## src/rtl/core/ps2dl_pkg.sv

```systemverilog
// Shared types and constants for the PS/2 device link core.
`default_nettype none
package ps2dl_pkg;

	localparam logic [3:0] FRAME_BITS = 4'd11;
	localparam logic [3:0] PARITY_BIT = 4'd9;
	localparam logic [3:0] LAST_DATA_BIT = 4'd8;

	localparam logic [1:0] OP_TICK = 2'd0;
	localparam logic [1:0] OP_SEND = 2'd1;
	localparam logic [1:0] OP_RECV = 2'd2;

	localparam logic [1:0] ST_OK = 2'd0;
	localparam logic [1:0] ST_DATA_LEVEL = 2'd1;
	localparam logic [1:0] ST_CLOCK_LOW = 2'd2;
	localparam logic [1:0] ST_PARITY = 2'd3;

	localparam logic [1:0] REG_HALF_PERIOD = 2'd0;
	localparam logic [1:0] REG_SEND_WAIT = 2'd1;
	localparam logic [1:0] REG_RECV_WAIT = 2'd2;

	localparam logic [7:0] HALF_PERIOD_RST = 8'd20;
	localparam logic [7:0] SEND_WAIT_RST = 8'd30;
	localparam logic [11:0] RECV_WAIT_RST = 12'd250;

	typedef enum logic [5:0] {
		MODE_IDLE      = 6'b000001,
		MODE_SEND_WAIT = 6'b000010,
		MODE_SEND_BITS = 6'b000100,
		MODE_SEND_TAIL = 6'b001000,
		MODE_RECV_WAIT = 6'b010000,
		MODE_RECV_BITS = 6'b100000
	} mode_t;

	typedef struct packed {
		logic [7:0]  half_period_ticks;
		logic [7:0]  send_clock_wait;
		logic [11:0] recv_clock_wait;
	} cfg_t;

	typedef struct packed {
		logic [1:0] opcode;
		logic       clock_line;
		logic       data_line;
		logic [7:0] send_byte;
	} in_word_t;

	typedef struct packed {
		logic       clock_pull_low;
		logic       data_pull_low;
		logic       busy_res;
		logic       done_res;
		logic [1:0] status;
		logic [7:0] received_byte;
	} out_word_t;

endpackage
`default_nettype wire

```

## src/rtl/core/ps2dl_in_if.sv

```systemverilog
// Input word channel: valid/ready handshake with opcode, sampled line levels and send byte as payload.
`default_nettype none
interface ps2dl_in_if;
	logic       valid;
	logic       ready;
	logic [1:0] opcode;
	logic       clock_line;
	logic       data_line;
	logic [7:0] send_byte;

	modport source (output valid, output opcode, output clock_line, output data_line,
		output send_byte, input ready);
	modport sink (input valid, input opcode, input clock_line, input data_line,
		input send_byte, output ready);
endinterface
`default_nettype wire

```

## src/rtl/core/ps2dl_out_if.sv

```systemverilog
// Result word channel: valid/ready handshake with line drive and transfer status.
`default_nettype none
interface ps2dl_out_if;
	logic       valid;
	logic       ready;
	logic       clock_pull_low;
	logic       data_pull_low;
	logic       busy_res;
	logic       done_res;
	logic [1:0] status;
	logic [7:0] received_byte;

	modport source (output valid, output clock_pull_low, output data_pull_low,
		output busy_res, output done_res, output status, output received_byte, input ready);
	modport sink (input valid, input clock_pull_low, input data_pull_low,
		input busy_res, input done_res, input status, input received_byte, output ready);
endinterface
`default_nettype wire

```

## src/rtl/core/ps2dl_engine.sv

```systemverilog
// Link sequencer: transfer state, tick counters and bit shifter, one step per word.
`default_nettype none
module ps2dl_engine
	import ps2dl_pkg::*;
(
	input  wire logic      clk,
	input  wire logic      arst_n,
	input  wire logic      step,
	input  wire in_word_t  item,
	input  wire cfg_t      cfg,
	output out_word_t      res
);

	mode_t       mode_q, mode_d;
	logic [3:0]  bit_q, bit_d;
	logic [11:0] phase_q, phase_d;
	logic [11:0] wait_q, wait_d;
	logic [7:0]  shift_q, shift_d;
	logic [1:0]  par_q, par_d;
	logic        rxp_q, rxp_d;
	logic [1:0]  drive_q, drive_d;

	logic        done;
	logic [1:0]  st;
	logic [7:0]  rbyte;
	logic [7:0]  hp_eff;
	logic [11:0] hp_w;
	logic [11:0] hp2_w;
	logic [11:0] hp3_w;
	logic [11:0] hp4_w;
	logic [11:0] phase_inc;
	logic        bit_end;
	logic [3:0]  bit_m1;
	logic        tx_bit;

	// zero half period behaves as one tick
	assign hp_eff    = (cfg.half_period_ticks == 8'd0) ? 8'd1 : cfg.half_period_ticks;
	assign hp_w      = {4'd0, hp_eff};
	assign hp2_w     = {3'd0, hp_eff, 1'b0};
	assign hp3_w     = hp2_w + hp_w;
	assign hp4_w     = {2'd0, hp_eff, 2'b00};
	assign phase_inc = phase_q + 12'd1;
	assign bit_end   = (phase_inc >= hp4_w);
	assign bit_m1    = bit_q - 4'd1;

	always_comb begin
		if (bit_q == 4'd0) begin
			tx_bit = 1'b0;
		end else if (bit_q <= LAST_DATA_BIT) begin
			tx_bit = shift_q[bit_m1[2:0]];
		end else if (bit_q == PARITY_BIT) begin
			tx_bit = par_q[0];
		end else begin
			tx_bit = par_q[1];
		end
	end

	always_comb begin
		mode_d    = mode_q;
		bit_d     = bit_q;
		phase_d   = phase_q;
		wait_d    = wait_q;
		shift_d   = shift_q;
		par_d     = par_q;
		rxp_d     = rxp_q;
		drive_d   = drive_q;
		done      = 1'b0;
		st        = ST_OK;
		rbyte     = 8'd0;
		unique case (mode_q)
			MODE_IDLE: begin
				if (item.opcode == OP_SEND) begin
					if (!item.data_line) begin
						done = 1'b1;
						st   = ST_DATA_LEVEL;
					end else begin
						shift_d = item.send_byte;
						par_d   = {1'b1, ~(^item.send_byte)};
						phase_d = 12'd0;
						bit_d   = 4'd0;
						wait_d  = 12'd0;
						mode_d  = item.clock_line ? MODE_SEND_BITS : MODE_SEND_WAIT;
					end
				end else if (item.opcode == OP_RECV) begin
					if (item.data_line) begin
						done = 1'b1;
						st   = ST_DATA_LEVEL;
					end else begin
						shift_d = 8'd0;
						par_d   = 2'b01;
						rxp_d   = 1'b0;
						phase_d = 12'd0;
						bit_d   = 4'd0;
						wait_d  = 12'd0;
						mode_d  = item.clock_line ? MODE_RECV_BITS : MODE_RECV_WAIT;
					end
				end
			end
			MODE_SEND_WAIT: begin
				phase_d = phase_inc;
				if (phase_inc >= hp_w) begin
					phase_d = 12'd0;
					wait_d  = wait_q + 12'd1;
					if (wait_d > {4'd0, cfg.send_clock_wait}) begin
						mode_d = MODE_IDLE;
						done   = 1'b1;
						st     = ST_CLOCK_LOW;
					end else if (item.clock_line) begin
						mode_d = MODE_SEND_BITS;
						bit_d  = 4'd0;
					end
				end
			end
			MODE_SEND_BITS: begin
				drive_d = {~tx_bit, (phase_q >= hp_w) && (phase_q < hp3_w)};
				phase_d = phase_inc;
				if (bit_end) begin
					phase_d = 12'd0;
					if (bit_q == FRAME_BITS - 4'd1) begin
						mode_d = MODE_SEND_TAIL;
						bit_d  = 4'd0;
					end else begin
						bit_d = bit_q + 4'd1;
					end
				end
			end
			MODE_SEND_TAIL: begin
				drive_d = 2'b00;
				phase_d = phase_inc;
				if (bit_end) begin
					phase_d = 12'd0;
					mode_d  = MODE_IDLE;
					done    = 1'b1;
				end
			end
			MODE_RECV_WAIT: begin
				wait_d = wait_q + 12'd1;
				if (wait_d >= cfg.recv_clock_wait) begin
					mode_d = MODE_IDLE;
					done   = 1'b1;
					st     = ST_CLOCK_LOW;
				end else if (item.clock_line) begin
					mode_d  = MODE_RECV_BITS;
					bit_d   = 4'd0;
					phase_d = 12'd0;
				end
			end
			MODE_RECV_BITS: begin
				if (bit_q >= FRAME_BITS) begin
					drive_d = 2'b00;
					mode_d  = MODE_IDLE;
					bit_d   = 4'd0;
					done    = 1'b1;
					rbyte   = shift_q;
					st      = (par_q[0] != rxp_q) ? ST_PARITY : ST_OK;
				end else begin
					// sample on the first tick after the rising clock edge
					if (phase_q == 12'd0) begin
						if (bit_q >= 4'd1 && bit_q <= LAST_DATA_BIT) begin
							shift_d = {item.data_line, shift_q[7:1]};
							par_d   = {par_q[1], par_q[0] ^ item.data_line};
						end else if (bit_q == PARITY_BIT) begin
							rxp_d = item.data_line;
						end
					end
					drive_d = {bit_q == FRAME_BITS - 4'd1, phase_q >= hp2_w};
					phase_d = phase_inc;
					if (bit_end) begin
						phase_d = 12'd0;
						bit_d   = bit_q + 4'd1;
					end
				end
			end
			default: begin
				mode_d  = MODE_IDLE;
				drive_d = 2'b00;
			end
		endcase
	end

	always_comb begin
		res.clock_pull_low = drive_d[0];
		res.data_pull_low  = drive_d[1];
		res.busy_res       = (mode_d != MODE_IDLE);
		res.done_res       = done;
		res.status         = st;
		res.received_byte  = rbyte;
	end

	always_ff @(posedge clk or negedge arst_n) begin
		if (!arst_n) begin
			mode_q    <= MODE_IDLE;
			bit_q     <= 4'd0;
			phase_q   <= 12'd0;
			wait_q    <= 12'd0;
			shift_q   <= 8'd0;
			par_q     <= 2'd0;
			rxp_q     <= 1'b0;
			drive_q   <= 2'b00;
		end else if (step) begin
			mode_q    <= mode_d;
			bit_q     <= bit_d;
			phase_q   <= phase_d;
			wait_q    <= wait_d;
			shift_q   <= shift_d;
			par_q     <= par_d;
			rxp_q     <= rxp_d;
			drive_q   <= drive_d;
		end
	end

endmodule
`default_nettype wire

```

## src/rtl/core/ps2_device_link_core.sv

```systemverilog
// Top level of the PS/2 device link: config registers, input stage, engine, result stage.
// A word waits in the input stage; the engine steps on it as its result is registered.
// Throughput: one word per cycle while results are taken; the engine steps once per word.
// Ready drops only when both the input stage and the result register are held.
// Reset (arst_n low, asynchronous): link idle, lines released, counters and shifter cleared,
// registers back to 20 / 30 / 250, both stages empty.
`default_nettype none
module ps2_device_link_core
	import ps2dl_pkg::*;
(
	input  wire logic        clk,
	input  wire logic        arst_n,
	ps2dl_in_if.sink         item,
	ps2dl_out_if.source      result,
	input  wire logic        wr_en,
	input  wire logic [1:0]  wr_index,
	input  wire logic [11:0] wr_data
);

	cfg_t      cfg_q;
	logic      valid_s1;
	in_word_t  word_s1;
	logic      out_valid_q;
	out_word_t out_word_q;
	out_word_t eng_res;
	logic      out_free;
	logic      advance_s1;

	always_ff @(posedge clk or negedge arst_n) begin
		if (!arst_n) begin
			cfg_q.half_period_ticks <= HALF_PERIOD_RST;
			cfg_q.send_clock_wait   <= SEND_WAIT_RST;
			cfg_q.recv_clock_wait   <= RECV_WAIT_RST;
		end else if (wr_en) begin
			unique case (wr_index)
				REG_HALF_PERIOD: cfg_q.half_period_ticks <= wr_data[7:0];
				REG_SEND_WAIT:   cfg_q.send_clock_wait   <= wr_data[7:0];
				REG_RECV_WAIT:   cfg_q.recv_clock_wait   <= wr_data;
				default: ;
			endcase
		end
	end

	assign out_free   = !out_valid_q || result.ready;
	assign advance_s1 = valid_s1 && out_free;
	assign item.ready = !valid_s1 || out_free;

	always_ff @(posedge clk or negedge arst_n) begin
		if (!arst_n) begin
			valid_s1 <= 1'b0;
		end else if (item.ready) begin
			valid_s1 <= item.valid;
		end
	end

	always_ff @(posedge clk) begin
		if (item.ready && item.valid) begin
			word_s1.opcode     <= item.opcode;
			word_s1.clock_line <= item.clock_line;
			word_s1.data_line  <= item.data_line;
			word_s1.send_byte  <= item.send_byte;
		end
	end

	ps2dl_engine u_engine (
		.clk    (clk),
		.arst_n (arst_n),
		.step   (advance_s1),
		.item   (word_s1),
		.cfg    (cfg_q),
		.res    (eng_res)
	);

	always_ff @(posedge clk or negedge arst_n) begin
		if (!arst_n) begin
			out_valid_q <= 1'b0;
		end else if (out_free) begin
			out_valid_q <= advance_s1;
		end
	end

	always_ff @(posedge clk) begin
		if (advance_s1) begin
			out_word_q <= eng_res;
		end
	end

	assign result.valid          = out_valid_q;
	assign result.clock_pull_low = out_word_q.clock_pull_low;
	assign result.data_pull_low  = out_word_q.data_pull_low;
	assign result.busy_res       = out_word_q.busy_res;
	assign result.done_res       = out_word_q.done_res;
	assign result.status         = out_word_q.status;
	assign result.received_byte  = out_word_q.received_byte;

	a_step_fills_out: assert property (@(posedge clk) disable iff (!arst_n)
		advance_s1 |=> out_valid_q)
		else $error("engine step lost its result word");

	a_accept_while_full: assert property (@(posedge clk) disable iff (!arst_n)
		item.valid && item.ready && valid_s1 |-> advance_s1)
		else $error("input stage overwritten before the engine stepped");

	a_drive_only_busy: assert property (@(posedge clk) disable iff (!arst_n)
		result.valid && (result.clock_pull_low || result.data_pull_low) |-> result.busy_res)
		else $error("line driven while link idle");

	a_done_idle: assert property (@(posedge clk) disable iff (!arst_n)
		result.valid && result.done_res |-> !result.busy_res)
		else $error("done reported while transfer still busy");

endmodule
`default_nettype wire
```

## src/flat_wrapper.sv

```systemverilog
// flat-port wrapper written by rule: the top's interface ports become plain ports
module ps2_device_link_core_flat import ps2dl_pkg::*;
  (clk, arst_n, wr_en, wr_index, wr_data, item_valid, item_opcode, item_clock_line, item_data_line, item_send_byte, item_ready, result_valid, result_clock_pull_low, result_data_pull_low, result_busy_res, result_done_res, result_status, result_received_byte, result_ready);
  ps2dl_in_if item_i ();
  ps2dl_out_if result_i ();
  input  wire logic clk;
  input  wire logic arst_n;
  input  wire logic wr_en;
  input  wire logic [1:0] wr_index;
  input  wire logic [11:0] wr_data;
  input wire logic [$bits(item_i.valid)-1:0] item_valid;
  input wire logic [$bits(item_i.opcode)-1:0] item_opcode;
  input wire logic [$bits(item_i.clock_line)-1:0] item_clock_line;
  input wire logic [$bits(item_i.data_line)-1:0] item_data_line;
  input wire logic [$bits(item_i.send_byte)-1:0] item_send_byte;
  output wire logic [$bits(item_i.ready)-1:0] item_ready;
  output wire logic [$bits(result_i.valid)-1:0] result_valid;
  output wire logic [$bits(result_i.clock_pull_low)-1:0] result_clock_pull_low;
  output wire logic [$bits(result_i.data_pull_low)-1:0] result_data_pull_low;
  output wire logic [$bits(result_i.busy_res)-1:0] result_busy_res;
  output wire logic [$bits(result_i.done_res)-1:0] result_done_res;
  output wire logic [$bits(result_i.status)-1:0] result_status;
  output wire logic [$bits(result_i.received_byte)-1:0] result_received_byte;
  input wire logic [$bits(result_i.ready)-1:0] result_ready;
  assign item_i.valid = item_valid;
  assign item_i.opcode = item_opcode;
  assign item_i.clock_line = item_clock_line;
  assign item_i.data_line = item_data_line;
  assign item_i.send_byte = item_send_byte;
  assign item_ready = item_i.ready;
  assign result_valid = result_i.valid;
  assign result_clock_pull_low = result_i.clock_pull_low;
  assign result_data_pull_low = result_i.data_pull_low;
  assign result_busy_res = result_i.busy_res;
  assign result_done_res = result_i.done_res;
  assign result_status = result_i.status;
  assign result_received_byte = result_i.received_byte;
  assign result_i.ready = result_ready;
  ps2_device_link_core u_core (.clk(clk), .arst_n(arst_n), .item(item_i), .result(result_i), .wr_en(wr_en), .wr_index(wr_index), .wr_data(wr_data));
endmodule
```

## config.mk

```make
export PLATFORM = sky130hd
export DESIGN_NAME = ps2_device_link_core_flat
export DESIGN_NICKNAME = d
export VERILOG_FILES = /design/src/rtl/core/ps2dl_pkg.sv /design/src/rtl/core/ps2dl_in_if.sv /design/src/rtl/core/ps2dl_out_if.sv /design/src/rtl/core/ps2dl_engine.sv /design/src/rtl/core/ps2_device_link_core.sv /design/src/flat_wrapper.sv
export SDC_FILE = /design/constraint.sdc
export NUM_CORES = 1
export LEC_CHECK = 0
export ABC_AREA = 1
export BUFFER_PORTS_ARGS = -buffer_cell sky130_fd_sc_hd__buf_2
export CORE_ASPECT_RATIO = 0.9
export CORE_MARGIN = 1
export CORE_UTILIZATION = 35
export DETAILED_ROUTE_END_ITERATION = 12
export PLACE_DENSITY = 0.57
export SYNTH_ARGS = -nofsm -noshare
export SYNTH_HDL_FRONTEND = slang
export SYNTH_SLANG_ARGS = --single-unit
```

## constraint.sdc

```tcl
create_clock -name clk -period 3.4 [get_ports clk]
set_input_delay 0.68 -clock clk [delete_from_list [all_inputs] [get_ports clk]]
set_output_delay 0.68 -clock clk [all_outputs]
set_load 0.05 [all_outputs]
```

==> flow_summary.toml, run 1 <==
[outcome]
status = "finished clean"

[drt]
drt_wl_total_um = 16290
ant_nets = 0
routedWlPerCell_um = 12.94
viasPerCell = 4.797
drcViolationCount = 0
vias = 6039
dr.pass1.iters = 7
drt_iter0_drc = 284

[final_layout]
antennaDiodeCount = 0
final_cell_area_sq_mm = 0.008192
drive_above_1_share = 0.1355
fillCellCount = 2072
final_nets = 1111
final_cells = 1259
syn2layout_area_growth_pct = 14.32

[floorplan]
core_sq_mm = 0.02005
die-height_um = 137.7
design.die.area_sq_mm = 0.02105
rows = 49
initial_core_util = 0.3574
fp.dieW_um = 152.8
boundaryPins = 47

[pwr]
p_leak_nw = 4.162
clock_power_share = 0.213
peakVddDrop_mv = 0.2633
power_frac_comb = 0.440
powerDensity_mw_per_mm2 = 617.6
switching_share = 0.4254
power_frac_seq = 0.347
p_int_mw = 2.907
switchingPower_mw = 2.152
p_total_mw = 5.059

[sta]
fin_crit_ps = 3221
drv_slew = 0
setup_tns_ps = 0
setup_violations = 0
fmax_mhz = 310.5
post-route-period-util = 0.9472
skew_ps = 18.83
tightest_slew_ps = 977.3
finalHoldViolCount = 0
grt_setup_unrepaired = "yes"
slew_headroom = 0.3484

[synthesis]
ys.warnings.count = 0
ys_seq_area_frac = 0.3801
ys.flop_type = "dfrtp_1"
synth_nets = 1046
synth-edff-count = 26
synth_cells = 934
ys_seq_elements = 103
ys_types = 43
synthArstFlopShare = 0.7476
syn_area_sq_mm = 0.007166
avgSynthCellArea_sq_um = 7.672

[global_routing]
grt_max_degree = 75
antenna_found_initial = 0
overflow = 0
grt_pass1_vias = 5616
grt_pass1_wl_um = 27210
grt_use_total = 0.1624

[critical_path]
crit_path_start_kind = "register"
cp.arrival_ps = 3520
path_class = "register to register"
critPathMaxFanout = 3
required_ps = 3700
end_kind = "register"

[place]
dpl.cell_count = 1240
placed_cell_area_sq_mm = 0.007780
routabilityCongestion = 0.8242
dpl.hpwl_um = 12780
port_buffers = 46

[cts]
cts-root-buf = "clkbuf_16"
htreeDepth = 3
path_clk_slew_ps = 80
cts.sinks = 103
cts_buffers = 9
clk-insertion-delay-late_ps = 360
cts.hold.buffers_added = 0
clk_path_buf_depth = 2
cts_tree = "built"

[min_path]
hp-class = "input pin to asynchronous set/reset pin"

[run]
maxCapViolCount = 0
==> synthesized netlist by cell type, drive strengths merged, types with 4 or more instances <==
cell type  count  area share
o211ai         5      0.0052
clkbuf         8      0.0042
edfxtp        26        0.11
xor2          15       0.018
nand4         21       0.020
nor2          99       0.057
ha            80        0.14
o21ai         74       0.052
nand3         57       0.042
a31oi          4      0.0035
nor3           8      0.0063
dfstp         13       0.048
buf            4      0.0049
nand2        245        0.13
xnor2         10       0.012
inv          133       0.070
a21oi         51       0.036
dfrtp         64        0.22
==> cell families after synthesis <==
group,after synthesis,share of synthesized area
adders and majority gates,81,0.1425
DFF,103,0.3801
and+or+nand+nor,436,0.2616
xor gates and xnor gates,25,0.03056
AOI/OAI and AO/OA,142,0.1055
buffers and inverters,147,0.07980
==> layer usage <==
metal	wire (um)	vias up	global-route usage
li1	-	3188	-
met1	8465	2762	0.2278
met2	7213	82	0.2597
met3	481	7	0.02925
met4	133	0	0.03760
met5	0	-	0
==> power groups by stage <==
stage	logic, mW	clock network, mW	registers [mW]
after global placement	2.15	0	1.77
final	2.23	1.08	1.75
after global routing	2.56	1.15	1.79
after floorplan	1.55	0	1.82
after detailed placement	2.19	0	1.77
after CTS	2.20	1.10	1.75
==> worst paths after layout <==
path	start	to	slack [ps]	depth (start not counted)
worst max-delay path	u_core.cfg_q[22]	u_core.u_engine.drive_q[0]	180	24
worst min-delay path	arst_n	u_core.u_engine.shift_q[5]	460	1
worst max register to register	u_core.cfg_q[22]	u_core.u_engine.drive_q[0]	180	24
worst min register to register	u_core.u_engine.mode_q[0]	u_core.u_engine.mode_q[0]	490	2
max in group asynchronous	arst_n	u_core.cfg_q[15]	2170	2
min in group clk	u_core.u_engine.mode_q[0]	u_core.u_engine.mode_q[0]	490	2
==> timing repair <==
item	4_1_cts	5_1_grt
resized for setup	1	28
buffers inserted	0	3
pin swaps	0	18
hold endpoints to repair	0	0
setup endpoints to repair	1	14
==> cell usage in the layout, fill, tap and decap left out, types with 4 or more instances in the layout <==
master,n
nand2_1,240
clkbuf_16,9
ha_1,76
buf_2,45
edfxtp_1,26
xor2_1,15
inv_2,7
o211ai_1,5
xnor2_1,10
nor3_1,7
buf_4,21
a31oi_1,4
nor2_4,7
o21ai_1,5
dfrtp_1,63
nand4_1,20
nand2_2,4
nand3_1,54
a21oi_1,49
dfstp_2,13
nor2_1,87
o21ai_0,67
nor2_2,5
inv_1,126
==> final cells by class <==
type | instances | area, sq um | share of cell area
Timing Repair Buffer | 66 | 382.9 | 0.04674
Sequential cell | 103 | 2725 | 0.3327
Multi-Input combinational cell | 684 | 3954 | 0.4827
Clock buffer | 9 | 225.2 | 0.02749
Inverter | 135 | 506.7 | 0.06186
Clock inverter | 7 | 78.83 | 0.009623
Tap cell | 255 | 319.1 | 0.03895
==> worst max-delay path, cell delays in order (launching register included) <==
cell and delay [ps]:
dfstp_2 550, inv_2 50, ha_4 140, nand4_1 110, inv_2 70, nor2_4 170, ha_4 220, nand2_2 50
o21ai_2 60, nand2_1 70, nand2_1 60, a21oi_2 150, o21ai_1 80, a21oi_1 180, inv_1 60, nand2_1 50
nand2_1 50, ha_1 180, a211oi_1 250, nand2_1 90, a31oi_1 170, o211ai_1 110, nand3_1 110, nand2_1 60
nand2_1 80
==> through the flow <==
step | utilization | hold WS (ps) | worst slack (ps)
after floorplan | - | 384.4 | 150.9
after global placement | 0.3881 | 467.9 | 78.75
after detailed placement | 0.3881 | 466.7 | 9.328
after CTS | 0.4034 | 485.0 | 45.16
after global routing | 0.4086 | 487.0 | -88.08
final | 0.4086 | 460.8 | 179.4
==> sequential cells by signal, summed over array words and instances (netlist names) <==
name                          cells
u_core.result.valid               1
u_core.result.received_byte       8
u_core.result.data_pull_low       1
u_core.valid_s1                   1
u_core.u_engine.mode_q            6
u_core.u_engine.shift_q           8
u_core.u_engine.rxp_q             1
u_core.result.busy_res            1
u_core.word_s1                   12
u_core.u_engine.par_q             2
u_core.u_engine.phase_q          12
u_core.result.clock_pull_low      1
u_core.u_engine.bit_q             4
u_core.u_engine.wait_q           12
u_core.result.status              2
u_core.cfg_q                     28
u_core.u_engine.drive_q           2
u_core.result.done_res            1
No activity file was read; power rests on OpenSTA's default activity.
==> inputs of run 2 (changes only) <==
- BUFFER_PORTS_ARGS: -buffer_cell sky130_fd_sc_hd__buf_2 -> not set
- DONT_BUFFER_PORTS: not set -> 1
- GPL_TIMING_DRIVEN: not set -> 1
- PLACE_DENSITY: 0.57 -> not set
==> flow_summary.toml, run 2 (same netlist as run 1, synthesis figures left out) <==
[sta]
grt_setup_unrepaired = "yes"
setup_violations = 0
fmax_mhz = 310.9
setup_ws_ps = 183.5
tightest_slew_ps = 948.4
finalHoldViolCount = 0
skew_ps = 13.99
drv_slew = 0
post-route-period-util = 0.9460
fin_crit_ps = 3216
slew_headroom = 0.3656

[cts]
clk_path_buf_depth = 2
cts-root-buf = "clkbuf_16"
cts.sinks = 103
clk-insertion-delay-late_ps = 360
cts_tree = "built"
path_clk_slew_ps = 70
cts_buffers = 9
htreeDepth = 3

[min_path]
hp-class = "input pin to asynchronous set/reset pin"

[outcome]
violations = "design-rule violations"
status = "finished with violations"

[critical_path]
crit_path_start_kind = "register"
cpLargestDelayFamily = "compound AO/OA/AOI/OAI gates"
end_kind = "register"
critical_path_buf_inv_count = 2
critPathMaxFanout = 3
crit_path_frequent_cell = "nand2_1"
path_class = "register to register"
cp.arrival_ps = 3510
slowest_delay_ps = 450
r2r-end = "u_core.u_engine.drive_q[0]"
crit_chain = "inv_1 > ha_2 > nand4_1 > inv_2 > nor2_4 > fa_1 > a21oi_1 > o21ai_0 > a21oi_1 > o21ai_1 > xnor2_1 > ha_1 > a21oi_1 > o21ai_0 > nand2_1 > nand2_1 > a31oi_1 > o211ai_1 > nand3_1 > nand2_1 > nand2_1"
r2r-start = "u_core.cfg_q[25]"
reg2reg_depth = 21
required_ps = 3690
crit_slowest_cell = "fa_1"
reg2reg_slack_ps = 180

[place]
dpl.hpwl_um = 12590
dpl.cell_count = 1190
pre_cts_ws_ps = -34.73
port_buffers = 0
routabilityCongestion = 0.8526

[pwr]
powerDensity_mw_per_mm2 = 624.6
p_leak_nw = 4.002
peakVddDrop_mv = 0.3254

[global_routing]
grt_max_degree = 61
grt_pass1_wl_um = 27630
grt_use_total = 0.1667
overflow = 0
antenna_found_initial = 0
grt_pass1_vias = 5646

[final_layout]
multiInputGateArea_sq_mm = 0.003959
mostFrequentLayoutCells = "239 x nand2_1, 127 x inv_1, 86 x nor2_1, 76 x ha_1, 66 x o21ai_0"
syn2layout_area_growth_pct = 11.28
largest_reg_flops = 28
antennaDiodeCount = 0
fillCellCount = 2035
drive_above_1_share = 0.09761
final_cells = 1218
regMostFlops = "u_core.cfg_q"
mostFrequentLayoutCell = "nand2_1"
final_nets = 1070
seq_area_sq_mm = 0.002726

[floorplan]
fp.dieW_um = 152.8
boundaryPins = 47
core_sq_mm = 0.02005
die-height_um = 137.7
rows = 49
design.die.area_sq_mm = 0.02105
initial_core_util = 0.3574

[drt]
ant_nets = 0
routedWlPerCell_um = 13.70
dr.pass1.iters = 9
drt_iter0_drc = 315
drt_wl_total_um = 16690
viasPerCell = 4.897
drcViolationCount = 2
vias = 5965

[run]
maxCapViolCount = 0
run 2: cell types whose count changed in the layout (fill, tap and decap cells not counted), sizes merged:
cell,delta
buf,-43
clkbuf,+1
nand2,+1
inv,+2
bufinv,-1
dlygate4sd3,+1
clkinvlp,-2
run 2: worst reg2reg max path: cells and delay by family (launching register included):
family	cells	cell delay, ps
adders and majority gates	3	890
DFF	1	400
AOI/OAI and AO/OA	8	970
xor gates and xnor gates	1	220
and+or+nand+nor	7	510
buffers and inverters	2	190
run 2: repair_timing:
action	CTS	global route
gates cloned	0	1
gates resized for setup	1	30
hold buffers	1	0
pin swaps	0	19
setup endpoints to repair	2	24
endpoints found under the hold margin	18	0
setup buffers	0	10
run 2: report_power, final:
| group | internal [mW] | switching, mW | leakage, nW |
|---|---|---|---|
| logic | 0.767 | 1.32 | 2.66 |
| clock network | 0.510 | 0.502 | 0.136 |
| registers | 1.55 | 0.336 | 1.21 |
| total | 2.82 | 2.16 | 4.00 |
run 2: area by class of cell:
cell class                      count  area share
Multi-Input combinational cell    685      0.4965
Inverter                          135     0.06355
Timing Repair Buffer               24     0.02291
Clock buffer                       10     0.02871
Tap cell                          255     0.04001
Sequential cell                   103      0.3419
Clock inverter                      6    0.006433
run 2: how the worst max path moves through the flow:
stage                                start                            to  slack [ps]  depth (start not counted)
after detailed placement  u_core.cfg_q[24]  u_core.result.clock_pull_low         -30                         24
final                     u_core.cfg_q[25]    u_core.u_engine.drive_q[0]         180                         21
after CTS                 u_core.cfg_q[24]  u_core.result.clock_pull_low          50                         24
after global placement    u_core.cfg_q[24]  u_core.result.clock_pull_low          50                         24
after global routing      u_core.cfg_q[26]    u_core.u_engine.drive_q[0]        -180                         21
after floorplan           u_core.cfg_q[24]  u_core.result.clock_pull_low         150                         24
run 2: through the flow:
step / area (sq um) / TNS, ps / util / hold WS [ps] / total power [mW]
floorplan: 7166 / 0 / - / 384.4 / 3.369
global route: 7974 / -298.3 / 0.3977 / 0.3168 / 5.448
finish: 7974 / 0 / 0.3977 / 16.21 / 4.981
detailed placement: 7517 / -36.10 / 0.3750 / 386.3 / 3.893
global placement: 7517 / 0 / 0.3750 / 386.8 / 3.846
CTS: 7810 / 0 / 0.3896 / 2.616 / 4.935
run 2: metal layers:
metal	GRT usage	wire length, um
met1	0.2314	8570
met2	0.2668	7311
met5	0	0
met4	0.05163	239
met3	0.02611	567
==> inputs of run 3 (changes only) <==
- ABC_AREA: 1 -> not set
- CELL_PAD_IN_SITES_DETAIL_PLACEMENT: not set -> 0
- CELL_PAD_IN_SITES_GLOBAL_PLACEMENT: not set -> 1
- PLACE_DENSITY_LB_ADDON: not set -> 0.1
==> flow_summary.toml, run 3 <==
[pwr]
clock_power_share = 0.234
p_leak_nw = 3.744
switching_share = 0.3753
p_total_mw = 4.418
switchingPower_mw = 1.658
power_frac_seq = 0.382
p_int_mw = 2.760
powerDensity_mw_per_mm2 = 530.4
peakVddDrop_mv = 0.2728
power_frac_comb = 0.384

[sta]
setup_violations = 2
setup_tns_ps = -139.3
hold_ws_ps = 21.79
finalHoldViolCount = 0
post-route-period-util = 1.029
slew_headroom = 0.4816
drv_slew = 0
tightest_slew_ps = 775.2
fmax_mhz = 285.9
skew_ps = 8.828
fin_crit_ps = 3497
grt_setup_unrepaired = "yes"
setup_ws_ps = -97.17

[final_layout]
final_nets = 899
syn2layout_area_growth_pct = 17.04
largest_reg_flops = 28
regMostFlops = "u_core.cfg_q"
mostFrequentLayoutCell = "ha_1"
seq_area_sq_mm = 0.002725
fillCellCount = 1901
antennaDiodeCount = 0
mostFrequentLayoutCells = "74 x ha_1, 72 x nand2_1, 63 x dfrtp_1, 57 x buf_4, 52 x o21ai_0"
final_cells = 1047
multiInputGateArea_sq_mm = 0.004299
final_cell_area_sq_mm = 0.008328
drive_above_1_share = 0.2121
final_util = 0.4180

[min_path]
hp-class = "input pin to asynchronous set/reset pin"

[cts]
cts_tree = "built"
cts.sinks = 103
cts-root-buf = "clkbuf_16"
clk-insertion-delay-late_ps = 360
cts_buffers = 9
htreeDepth = 3
path_clk_slew_ps = 80
clk_path_buf_depth = 2

[synthesis]
synth_top_area_frac = 0.2251
synth-edff-count = 26
ys.warnings.count = 0
synth_nets = 848
ys_seq_elements = 103
synthTopCellsByArea = "dfrtp_1 23%, ha_1 14%, edfxtp_1 11%"
avgSynthCellArea_sq_um = 9.668
synth_cells = 736
syn_area_sq_mm = 0.007116
ys_seq_area_frac = 0.3828
synth_top_cell_by_area = "dfrtp_1"
synthArstFlopShare = 0.7476
ys_top_cells_by_count = "80 x ha_1, 73 x nand2_1, 64 x dfrtp_1"
ys_types = 75
synth_most_common_cell = "ha_1"
ys.flop_type = "dfrtp_1"

[critical_path]
crit_path_start_kind = "register"
end_kind = "register"
path_class = "register to register"
reg2reg_depth = 19
reg2reg_slack_ps = -100
required_ps = 3660
cp.arrival_ps = 3760
critPathMaxFanout = 2
r2r-start = "u_core.cfg_q[24]"
r2r-end = "u_core.u_engine.drive_q[0]"

[global_routing]
grt_pass1_wl_um = 29300
grt_max_degree = 73
overflow = 0
grt_use_total = 0.1811
grt_pass1_vias = 5598
antenna_found_initial = 0

[drt]
drt_wl_total_um = 18130
routedWlPerCell_um = 17.31
ant_nets = 0
dr.pass1.iters = 8
viasPerCell = 5.322
vias = 5572
drcViolationCount = 4
drt_iter0_drc = 212

[place]
dpl.cell_count = 1018
port_buffers = 0
dpl.hpwl_um = 13710
routabilityCongestion = 0.7959
placed_cell_area_sq_mm = 0.007744
pre_cts_ws_ps = -148.5

[floorplan]
initial_core_util = 0.3571
core_sq_mm = 0.01993
die-height_um = 137.3
design.die.area_sq_mm = 0.02090
fp.dieW_um = 152.3
rows = 49
boundaryPins = 47

[run]
maxCapViolCount = 0

[outcome]
status = "finished with violations"
violations = "design-rule violations, negative setup slack"
==> run 3: layout make-up <==
cell class / count / area share
clock buffers: 9 / 0.02704
clock inverters: 7 / 0.007812
inverters: 54 / 0.02464
multi-input cells: 557 / 0.5162
flip-flops and latches: 103 / 0.3272
well taps: 255 / 0.03831
repair buffers: 62 / 0.05874
==> run 3: cell families after synthesis <==
group                    share of synthesized area
AND/OR/NAND/NOR                             0.1716
AO/OA/AOI/OAI                               0.1760
flip-flops                                  0.3828
adder cells (fa/ha/maj)                     0.1449
buffers and inverters                      0.04290
multiplexers                               0.04853
XOR/XNOR                                   0.03323
==> run 3: worst max path at each step <==
stage | endpoint | slack (ps) | start
finish | u_core.u_engine.drive_q[0] | -100 | u_core.cfg_q[24]
global route | u_core.u_engine.drive_q[0] | -300 | u_core.cfg_q[24]
CTS | u_core.u_engine.drive_q[0] | -80 | u_core.cfg_q[24]
detailed placement | u_core.u_engine.drive_q[0] | -150 | u_core.cfg_q[24]
global placement | u_core.u_engine.drive_q[0] | -60 | u_core.cfg_q[24]
floorplan | u_core.u_engine.drive_q[0] | 9 | u_core.cfg_q[22]
==> run 3: critical path: stages, from the launching register on <==
cell	delay, ps
dfstp_2	540
inv_2	50
ha_4	140
nand3_2	70
nand2b_4	130
nand2_4	50
inv_4	60
ha_4	190
a31o_4	220
a21oi_4	120
o21bai_1	100
a21oi_2	160
o21bai_1	100
a21oi_2	140
xnor2_1	130
ha_1	260
a21o_1	190
a2111oi_4	360
o311ai_2	170
o211ai_1	210
==> run 3: timing repair <==
action,4_1_cts,5_1_grt
gates cloned,0,0
setup endpoints to repair,2,23
hold buffers,2,1
pin swaps,6,10
setup buffers,5,5
gates resized for setup,14,24
hold endpoints to repair,6,10
==> run 3: per-layer routing <==
metal / global-route usage / part of all wire
met1: 0.2418 / 0.49
met2: 0.2993 / 0.46
met3: 0.03146 / 0.029
met4: 0.05839 / 0.015
met5: 0 / 0
==> run 3: power by group through the flow <==
stage / clock network [mW] / registers (mW) / logic (mW)
4_1_cts: 1.08 / 1.69 / 1.65
6_report: 1.03 / 1.69 / 1.70
2_1_floorplan: 0 / 1.66 / 1.12
3_5_place_dp: 0 / 1.71 / 1.57
5_1_grt: 1.12 / 1.71 / 1.92
3_3_place_gp: 0 / 1.70 / 1.54
